[src/sv/easter_date_calculator_top_macros.svh]
// assertion macros for the easter date calculator
`ifndef EASTER_DATE_CALCULATOR_TOP_MACROS_SVH
`define EASTER_DATE_CALCULATOR_TOP_MACROS_SVH

`ifndef SYNTH
`define EDC_ASSERT_SAME(label, ante, cons) \
	label: assert property (@(posedge clk) disable iff (!arst_n) (ante) |-> (cons)) \
		else $error("edc check failed");
`define EDC_ASSERT_NEXT(label, ante, cons) \
	label: assert property (@(posedge clk) disable iff (!arst_n) (ante) |=> (cons)) \
		else $error("edc check failed");
`else
`define EDC_ASSERT_SAME(label, ante, cons)
`define EDC_ASSERT_NEXT(label, ante, cons)
`endif

`endif

[src/sv/edc_pkg.sv]
package edc_pkg;

	localparam int YearW      = 13;
	localparam int YearMax    = 5000;
	localparam int NumStages  = 12;

	// reciprocal constants for division by small constants
	localparam int Recip100   = 5243;	// >> 19
	localparam int Recip19    = 6899;	// >> 17
	localparam int Recip25    = 41;		// >> 10
	localparam int Recip3     = 171;	// >> 9
	localparam int Recip30    = 547;	// >> 14
	localparam int Recip7     = 147;	// >> 10

	localparam int LimitL     = 451;
	localparam int OffsetT    = 114;
	localparam int AprilStart = 124;	// 4 * 31
	localparam int LentOffset = 46;

	localparam logic [2:0] MonthMar = 3'd3;
	localparam logic [2:0] MonthApr = 3'd4;
	localparam logic [1:0] AshFeb   = 2'd2;
	localparam logic [1:0] AshMar   = 2'd3;

	typedef struct packed {
		logic ok;
		logic leap;
	} edc_flags_t;

	typedef struct packed {
		logic       year_valid;
		logic       leap_year;
		logic [2:0] easter_month;
		logic [4:0] easter_day;
		logic [2:0] friday_month;
		logic [4:0] friday_day;
		logic [1:0] ash_month;
		logic [4:0] ash_day;
	} edc_result_t;

endpackage

[src/sv/edc_year_if.sv]
interface edc_year_if import edc_pkg::*; ();
	logic             valid;
	logic             ready;
	logic [YearW-1:0] calendar_year;

	modport source (output valid, output calendar_year, input ready);
	modport sink (input valid, input calendar_year, output ready);
endinterface

[src/sv/edc_date_if.sv]
interface edc_date_if;
	logic       valid;
	logic       ready;
	logic       year_valid;
	logic       leap_year;
	logic [2:0] easter_month;
	logic [4:0] easter_day;
	logic [2:0] friday_month;
	logic [4:0] friday_day;
	logic [1:0] ash_month;
	logic [4:0] ash_day;

	modport source (
		output valid, output year_valid, output leap_year,
		output easter_month, output easter_day,
		output friday_month, output friday_day,
		output ash_month, output ash_day,
		input ready
	);
	modport sink (
		input valid, input year_valid, input leap_year,
		input easter_month, input easter_day,
		input friday_month, input friday_day,
		input ash_month, input ash_day,
		output ready
	);
endinterface

[src/sv/easter_date_calculator_top.sv]
// an accepted year beat moves through stage 1 to stage 12 and leaves as its date beat
// throughput: one year per cycle while dates.ready is not held low; each of the 12 stages holds one item
// a stage loads whenever it is empty or the stage after it moves, so bubbles close up
// reset clears the stage valid bits only; the datapath registers are not reset
module easter_date_calculator_top import edc_pkg::*; (
	input logic        clk,
	input logic        arst_n,
	edc_year_if.sink   years,
	edc_date_if.source dates
);

	`include "easter_date_calculator_top_macros.svh"

	logic [NumStages-1:0] vld_q;
	logic [NumStages-1:0] en;
	edc_result_t          result;

	// ready ripples back from the output register
	always_comb begin
		en[NumStages-1] = !vld_q[NumStages-1] || dates.ready;
		for (int k = NumStages - 2; k >= 0; k--) begin
			en[k] = !vld_q[k] || en[k+1];
		end
	end

	always_ff @(posedge clk or negedge arst_n) begin
		if (!arst_n) begin
			vld_q <= '0;
		end else begin
			if (en[0]) begin
				vld_q[0] <= years.valid;
			end
			for (int k = 1; k < NumStages; k++) begin
				if (en[k]) begin
					vld_q[k] <= vld_q[k-1];
				end
			end
		end
	end

	edc_datapath u_datapath (
		.clk           (clk),
		.en            (en),
		.calendar_year (years.calendar_year),
		.result        (result)
	);

	assign years.ready        = en[0];
	assign dates.valid        = vld_q[NumStages-1];
	assign dates.year_valid   = result.year_valid;
	assign dates.leap_year    = result.leap_year;
	assign dates.easter_month = result.easter_month;
	assign dates.easter_day   = result.easter_day;
	assign dates.friday_month = result.friday_month;
	assign dates.friday_day   = result.friday_day;
	assign dates.ash_month    = result.ash_month;
	assign dates.ash_day      = result.ash_day;

	`EDC_ASSERT_NEXT(a_accept_enters, years.valid && years.ready, vld_q[0])
	`EDC_ASSERT_SAME(a_invalid_zero, dates.valid && !dates.year_valid, dates.easter_month == 3'd0 && dates.easter_day == 5'd0 && dates.friday_month == 3'd0 && dates.ash_month == 2'd0 && dates.ash_day == 5'd0)
	`EDC_ASSERT_SAME(a_easter_range, dates.valid && dates.year_valid, (dates.easter_month == MonthMar && dates.easter_day >= 5'd22) || (dates.easter_month == MonthApr && dates.easter_day <= 5'd25))
	`EDC_ASSERT_SAME(a_ash_month, dates.valid && dates.year_valid, dates.ash_month == AshFeb || dates.ash_month == AshMar)

endmodule

[src/sv/edc_datapath.sv]
module edc_datapath import edc_pkg::*; (
	input  logic                 clk,
	input  logic [NumStages-1:0] en,
	input  logic [YearW-1:0]     calendar_year,
	output edc_result_t          result
);

	// stage 1: raw year
	logic [YearW-1:0] year_s1;

	// stage 2: a, b, c and flags
	logic [4:0] a_s2;
	logic [6:0] b_s2, c_s2;
	edc_flags_t fl_s2;

	// stage 3
	logic [4:0] a_s3, d_s3, i_s3;
	logic [6:0] b_s3;
	logic [1:0] e_s3, j_s3, f_s3;
	edc_flags_t fl_s3;

	// stage 4
	logic [4:0] a_s4, d_s4, i_s4, g_s4;
	logic [6:0] b_s4;
	logic [1:0] e_s4, j_s4;
	edc_flags_t fl_s4;

	// stage 5
	logic [8:0] hs_s5;
	logic [4:0] a_s5, i_s5;
	logic [1:0] e_s5, j_s5;
	edc_flags_t fl_s5;

	// stage 6
	logic [4:0] h_s6, a_s6, i_s6;
	logic [1:0] e_s6, j_s6;
	edc_flags_t fl_s6;

	// stage 7
	logic [6:0] ks_s7;
	logic [4:0] h_s7, a_s7;
	edc_flags_t fl_s7;

	// stage 8
	logic [2:0] k_s8;
	logic [4:0] h_s8, a_s8;
	edc_flags_t fl_s8;

	// stage 9
	logic [8:0] lsum_s9;
	logic [4:0] h_s9;
	logic [2:0] k_s9;
	edc_flags_t fl_s9;

	// stage 10
	logic [7:0] t_s10;
	edc_flags_t fl_s10;

	// stage 11
	logic       apr_s11;
	logic [4:0] ed_s11;
	edc_flags_t fl_s11;

	// stage 12: output register
	edc_result_t res_s12;

	// comb signals
	logic [25:0] prod100_c, prod19_c;
	logic [6:0]  b_c, c_c;
	logic [8:0]  q19_c;
	logic [12:0] rem19_c, rem100_c;
	logic        ok_c, leap_c;
	logic [11:0] prod25_c;
	logic [1:0]  f_c;
	logic [6:0]  gx_c;
	logic [13:0] prod3_c;
	logic [8:0]  hs_c;
	logic [18:0] prod30_c;
	logic [8:0]  rem30_c;
	logic [6:0]  ks_c;
	logic [13:0] prod7_c;
	logic [6:0]  rem7_c;
	logic [8:0]  lsum_c;
	logic [7:0]  t_c;
	logic        apr_c;
	logic [4:0]  ed_c;
	logic [5:0]  x_c;
	edc_result_t res_c;

	// year / 100 and year / 19 by reciprocal multiply
	always_comb begin
		prod100_c = 26'(year_s1) * 26'(Recip100);
		prod19_c  = 26'(year_s1) * 26'(Recip19);
		b_c       = prod100_c[25:19];
		q19_c     = prod19_c[25:17];
		rem19_c   = year_s1 - 13'(13'(q19_c) * 13'd19);
		rem100_c  = year_s1 - 13'(13'(b_c) * 13'd100);
		c_c       = rem100_c[6:0];
		ok_c      = (year_s1 != '0) && (year_s1 <= YearW'(YearMax));
		// century years are leap only when divisible by 400
		leap_c    = (c_c == '0) ? (b_c[1:0] == 2'd0) : (year_s1[1:0] == 2'd0);
	end

	always_comb begin
		prod25_c = 12'(b_s2 + 7'd8) * 12'(Recip25);
		f_c      = prod25_c[11:10];
	end

	always_comb begin
		gx_c    = b_s3 - 7'(f_s3) + 7'd1;
		prod3_c = 14'(gx_c) * 14'(Recip3);
	end

	always_comb begin
		hs_c = 9'(9'(a_s4) * 9'd19) + 9'(b_s4) - 9'(d_s4) - 9'(g_s4) + 9'd15;
	end

	always_comb begin
		prod30_c = 19'(hs_s5) * 19'(Recip30);
		rem30_c  = hs_s5 - 9'(9'(prod30_c[18:14]) * 9'd30);
	end

	always_comb begin
		ks_c = 7'd32 + 7'({e_s6, 1'b0}) + 7'({i_s6, 1'b0}) - 7'(h_s6) - 7'(j_s6);
	end

	always_comb begin
		prod7_c = 14'(ks_s7) * 14'(Recip7);
		rem7_c  = ks_s7 - 7'(7'(prod7_c[13:10]) * 7'd7);
	end

	always_comb begin
		lsum_c = 9'(a_s8) + 9'(9'(h_s8) * 9'd11) + 9'(9'(k_s8) * 9'd22);
	end

	// the quotient by 451 is only ever 0 or 1
	always_comb begin
		t_c = 8'(h_s9) + 8'(k_s9) + 8'(OffsetT);
		if (lsum_s9 >= 9'(LimitL)) begin
			t_c = t_c - 8'd7;
		end
	end

	// t lies in 107..149, so the month is 3 or 4
	always_comb begin
		apr_c = t_s10 >= 8'(AprilStart);
		ed_c  = apr_c ? 5'(t_s10 - 8'(AprilStart - 1)) : 5'(t_s10 - 8'(AprilStart - 32));
	end

	always_comb begin
		res_c = '0;
		res_c.leap_year = fl_s11.leap;
		if (fl_s11.ok) begin
			res_c.year_valid   = 1'b1;
			res_c.easter_month = apr_s11 ? MonthApr : MonthMar;
			res_c.easter_day   = ed_s11;
			// good friday wraps into march on the first two days of april
			if (ed_s11 == 5'd2) begin
				res_c.friday_month = MonthMar;
				res_c.friday_day   = 5'd31;
			end else if (ed_s11 == 5'd1) begin
				res_c.friday_month = MonthMar;
				res_c.friday_day   = 5'd30;
			end else begin
				res_c.friday_month = res_c.easter_month;
				res_c.friday_day   = ed_s11 - 5'd2;
			end
			// x counts days past the end of february
			x_c = 6'(ed_s11) + (apr_s11 ? 6'd31 : 6'd0);
			if (x_c <= 6'(LentOffset)) begin
				res_c.ash_month = AshFeb;
				res_c.ash_day   = 5'(x_c - 6'd18 + 6'(fl_s11.leap));
			end else begin
				res_c.ash_month = AshMar;
				res_c.ash_day   = 5'(x_c - 6'(LentOffset));
			end
		end else begin
			x_c = '0;
		end
	end

	always_ff @(posedge clk) begin
		if (en[0]) begin
			year_s1 <= calendar_year;
		end
		if (en[1]) begin
			a_s2  <= rem19_c[4:0];
			b_s2  <= b_c;
			c_s2  <= c_c;
			fl_s2 <= '{ok: ok_c, leap: leap_c};
		end
		if (en[2]) begin
			a_s3  <= a_s2;
			b_s3  <= b_s2;
			d_s3  <= b_s2[6:2];
			e_s3  <= b_s2[1:0];
			i_s3  <= c_s2[6:2];
			j_s3  <= c_s2[1:0];
			f_s3  <= f_c;
			fl_s3 <= fl_s2;
		end
		if (en[3]) begin
			a_s4  <= a_s3;
			b_s4  <= b_s3;
			d_s4  <= d_s3;
			e_s4  <= e_s3;
			i_s4  <= i_s3;
			j_s4  <= j_s3;
			g_s4  <= prod3_c[13:9];
			fl_s4 <= fl_s3;
		end
		if (en[4]) begin
			hs_s5 <= hs_c;
			a_s5  <= a_s4;
			e_s5  <= e_s4;
			i_s5  <= i_s4;
			j_s5  <= j_s4;
			fl_s5 <= fl_s4;
		end
		if (en[5]) begin
			h_s6  <= rem30_c[4:0];
			a_s6  <= a_s5;
			e_s6  <= e_s5;
			i_s6  <= i_s5;
			j_s6  <= j_s5;
			fl_s6 <= fl_s5;
		end
		if (en[6]) begin
			ks_s7 <= ks_c;
			h_s7  <= h_s6;
			a_s7  <= a_s6;
			fl_s7 <= fl_s6;
		end
		if (en[7]) begin
			k_s8  <= rem7_c[2:0];
			h_s8  <= h_s7;
			a_s8  <= a_s7;
			fl_s8 <= fl_s7;
		end
		if (en[8]) begin
			lsum_s9 <= lsum_c;
			h_s9    <= h_s8;
			k_s9    <= k_s8;
			fl_s9   <= fl_s8;
		end
		if (en[9]) begin
			t_s10  <= t_c;
			fl_s10 <= fl_s9;
		end
		if (en[10]) begin
			apr_s11 <= apr_c;
			ed_s11  <= ed_c;
			fl_s11  <= fl_s10;
		end
		if (en[11]) begin
			res_s12 <= res_c;
		end
	end

	assign result = res_s12;

endmodule
[src/flat_wrapper.sv]
// flat-port wrapper written by rule: the top's interface ports become plain ports
module easter_date_calculator_top_flat import edc_pkg::*;
  (clk, arst_n, years_valid, years_calendar_year, years_ready, dates_valid, dates_year_valid, dates_leap_year, dates_easter_month, dates_easter_day, dates_friday_month, dates_friday_day, dates_ash_month, dates_ash_day, dates_ready);
  edc_year_if years_i ();
  edc_date_if dates_i ();
  input logic clk;
  input logic arst_n;
  input wire logic [$bits(years_i.valid)-1:0] years_valid;
  input wire logic [$bits(years_i.calendar_year)-1:0] years_calendar_year;
  output wire logic [$bits(years_i.ready)-1:0] years_ready;
  output wire logic [$bits(dates_i.valid)-1:0] dates_valid;
  output wire logic [$bits(dates_i.year_valid)-1:0] dates_year_valid;
  output wire logic [$bits(dates_i.leap_year)-1:0] dates_leap_year;
  output wire logic [$bits(dates_i.easter_month)-1:0] dates_easter_month;
  output wire logic [$bits(dates_i.easter_day)-1:0] dates_easter_day;
  output wire logic [$bits(dates_i.friday_month)-1:0] dates_friday_month;
  output wire logic [$bits(dates_i.friday_day)-1:0] dates_friday_day;
  output wire logic [$bits(dates_i.ash_month)-1:0] dates_ash_month;
  output wire logic [$bits(dates_i.ash_day)-1:0] dates_ash_day;
  input wire logic [$bits(dates_i.ready)-1:0] dates_ready;
  assign years_i.valid = years_valid;
  assign years_i.calendar_year = years_calendar_year;
  assign years_ready = years_i.ready;
  assign dates_valid = dates_i.valid;
  assign dates_year_valid = dates_i.year_valid;
  assign dates_leap_year = dates_i.leap_year;
  assign dates_easter_month = dates_i.easter_month;
  assign dates_easter_day = dates_i.easter_day;
  assign dates_friday_month = dates_i.friday_month;
  assign dates_friday_day = dates_i.friday_day;
  assign dates_ash_month = dates_i.ash_month;
  assign dates_ash_day = dates_i.ash_day;
  assign dates_i.ready = dates_ready;
  easter_date_calculator_top u_core (.clk(clk), .arst_n(arst_n), .years(years_i), .dates(dates_i));
endmodule
[config.mk]
export PLATFORM = sky130hd
export DESIGN_NAME = easter_date_calculator_top_flat
export DESIGN_NICKNAME = d
export VERILOG_FILES = /design/src/sv/edc_pkg.sv /design/src/sv/edc_year_if.sv /design/src/sv/edc_date_if.sv /design/src/sv/easter_date_calculator_top.sv /design/src/sv/edc_datapath.sv /design/src/flat_wrapper.sv
export VERILOG_INCLUDE_DIRS = /design/src /design/src/sv
export SDC_FILE = /design/constraint.sdc
export NUM_CORES = 1
export LEC_CHECK = 0
export ABC_AREA = 0
export BUFFER_PORTS_ARGS = -buffer_cell sky130_fd_sc_hd__clkbuf_2
export CORE_ASPECT_RATIO = 1.4
export CORE_MARGIN = 2
export CORE_UTILIZATION = 60
export DETAILED_ROUTE_END_ITERATION = 8
export PLACE_DENSITY = 0.82
export SYNTH_ARGS = -nofsm -noshare
export SYNTH_HDL_FRONTEND = slang
export SYNTH_SLANG_ARGS = --single-unit
export TNS_END_PERCENT = 100
[constraint.sdc]
create_clock -name clk -period 13.79 [get_ports clk]
set_input_delay 2.758 -clock clk [delete_from_list [all_inputs] [get_ports clk]]
set_output_delay 2.758 -clock clk [all_outputs]
set_load 0.005 [all_outputs]
==> run_results.csv <==
group,metric,value,unit
run_status,run_status,"complete, no violations",
drt,routed_wl,39000,um
min_path,hold_depth,0,
worst_setup_path,rr_worst_depth,28,
yosys,syn-num-nets,2220,
worst_setup_path,cp.required,11030,ps
cells_and_area,final_cell_mix,"inv_1 (423), ha_1 (393), edfxtp_1 (223)",
clocking,cts_setup_buffers,0,
min_path,hold_class,"register to register",
yosys,synth_cell_types,64,
yosys,ys_async_sr_fraction,0.0511,
worst_setup_path,cp-end-kind,"primary output",
clocking,clk_latency,540,ps
clocking,clock_path_buffers,3,
clocking,cts-root-buf,"clkbuf_16",
timing,timing.fmax,119,MHz
timing,tightest_slew,1070,ps
cells_and_area,fin_nets,2285,
yosys,ys_seq_area_frac,0.354,
yosys,synth_top_area_share,0.339,
yosys,yosys_most_used_dff,"edfxtp_1",
floorplan,dieWidth,157,um
worst_setup_path,cp-start-kind,"input pin",
cells_and_area,syn2layout_area_growth,7.88,%
timing,tns,0,ps
floorplan,die_h,219,um
job,max_cap_viol_count,0,
clocking,cts_sinks,235,
global_routing,grt_pass1_vias,13100,
drt,drt-initial-drc-count,508,
drt,wire_per_inst,18.1,um
placement,dp_hpwl,32000,um
timing,max-slew-margin-rel,0.284,
placement,globalplace.congestion,0.961,
global_routing,track_usage,0.240,
placement,portBuffers,43,
timing,hold_violations,0,
yosys,synth_edf_count,223,
global_routing,antenna_found_initial,0,
cells_and_area,layout_commonest_cell,"inv_1",
floorplan,fp.dieArea,34400,um2
cells_and_area,diodes,0,
timing,skew,31.9,ps
timing,rsz0062_at_grt,"no",
timing,slew_viol_final,0,
worst_setup_path,crit_fanout,27,
clocking,cts_made_buffers,24,
worst_setup_path,arrival,5630,ps
yosys,yosysWarningCount,0,
yosys,yosys-top-cells-area,"edfxtp_1 (34%), ha_1 (25%), fa_1 (17%)",
floorplan,initial_core_util,0.610,
drt,drt.antenna.violating_nets,0,
clocking,clk_pin_slew,60,ps
drt,first_pass_iters,5,
timing,setup_viol,0,
yosys,synthCells,1639,
yosys,synth_area_per_cell,12.1,um2
global_routing,grt_overflow_total,0,
worst_setup_path,path_class,"input pin to primary output",
cells_and_area,drive_gt1_frac,0.0563,
clocking,cts-resized-gates,0,
global_routing,grt_max_degree,28,
floorplan,core-area,32400,um2
floorplan,num_io_pins,44,
clocking,cts_tree,"done",
yosys,syn_area,19800,um2
timing,min_period,8390,ps
clocking,postCtsHoldBufs,0,
global_routing,grt_first_pass_wirelength,63400,um
timing,fin_crit_sh,0.609,
yosys,yosys.area.top_type,"edfxtp_1",
cells_and_area,fillers,2360,
yosys,synth-seq-cells,235,
clocking,htreeDepth,1,
drt,vias_per_cell,5.39,
drt,vias,11600,
floorplan,rows,78,
drt,drc,0,
-- worst paths after layout --
| check | from | endpoint | slack, ps |
|---|---|---|---|
| worst min-delay path | u_core.u_datapath.a_s3[3]$_DFFE_PP_ | u_core.u_datapath.a_s4[3]$_DFFE_PP_ | 390 |
| min in group asynchronous | arst_n | u_core.vld_q[11]$_DFFE_PN0P_ | 2130 |
| worst min register to register | u_core.u_datapath.a_s3[3]$_DFFE_PP_ | u_core.u_datapath.a_s4[3]$_DFFE_PP_ | 390 |
| max in group asynchronous | arst_n | u_core.vld_q[3]$_DFFE_PN0P_ | 11360 |
| worst max register to register | u_core.u_datapath.year_s1[3]$_DFFE_PP_ | u_core.u_datapath.a_s2[4]$_DFFE_PP_ | 5850 |
| worst max-delay path | dates_ready | years_ready | 5400 |
-- per-layer routing --
metal	part of all wire	up-vias	global-route usage	wire length (um)
met4	0.070	0	0.145	2730
met3	0.026	142	0.0228	1010
met5	0	-	0	0
met1	0.34	5726	0.234	13100
li1	-	5538	-	-
met2	0.57	239	0.476	22200
-- logic make-up (layout without fill, tap and decap cells) --
group                    Yosys count  after routing  share of synthesized area
flip-flops                       235            235                      0.354
multiplexers                       5              5                    0.00266
AO/OA/AOI/OAI                    153            153                     0.0509
AND/OR/NAND/NOR                  143            143                     0.0377
XOR/XNOR                         110            110                     0.0502
adder cells (fa/ha/maj)          565            565                      0.423
buffers and inverters            428            511                     0.0817
-- layout make-up --
type,count,area (um2),share of cell area
Clock buffer,36,696,0.0326
Clock inverter,8,114,0.00534
Inverter,423,1590,0.0745
Multi-Input combinational cell,976,11100,0.523
Sequential cell,235,7000,0.328
Tap cell,440,551,0.0258
Timing Repair Buffer,44,223,0.0104
-- sequential cells by signal, indices dropped and copies added (netlist names), 7 cells and up --
register	flops
u_core.u_datapath.result	23
u_core.u_datapath.lsum_s9	9
u_core.vld_q	12
u_core.u_datapath.t_s10	8
u_core.u_datapath.year_s1	13
u_core.u_datapath.b_s2	7
u_core.u_datapath.hs_s5	9
u_core.u_datapath.c_s2	7
u_core.u_datapath.ks_s7	7
-- metrics by stage --
step	setup slack [ps]	cell area [um2]	utilization	hold slack [ps]	instances
3_5_place_dp	5510	20500	0.633	405	2118
6_report	5400	21300	0.658	391	2162
4_1_cts	5420	21300	0.658	398	2162
2_1_floorplan	5830	19800	-	400	1639
5_1_grt	5090	21300	0.658	412	2162
3_3_place_gp	5680	20500	0.633	401	2118
-- synth_stat cells, types with 3 or more instances --
master	instances
a21oi_1	52
or2_2	6
o21a_1	9
a31oi_1	8
nor2_1	29
nand3_1	13
a211oi_1	3
a21boi_0	4
ha_1	393
nor4_1	4
a21o_1	24
dfrtp_1	12
nor2b_1	7
edfxtp_1	223
o21ai_0	17
fa_1	171
inv_1	423
and2_1	13
and3_1	3
xor2_1	20
mux2i_1	3
nor3_1	5
nand4_1	10
nand2_1	29
o21bai_1	12
nand2b_1	11
nand3b_1	4
xnor2_1	87
-- critical path: stages --
cell and delay (ps):
clkbuf_2 80, nor2b_1 280, nand2_1 320, nor2_1 250
and2_1 230, nand3_1 110, buf_4 250, nor2_1 310
nand4_1 700, clkbuf_2 320
Power is not shown: default switching activity piles up to over one toggle a cycle in this logic, so the estimate is an artifact.
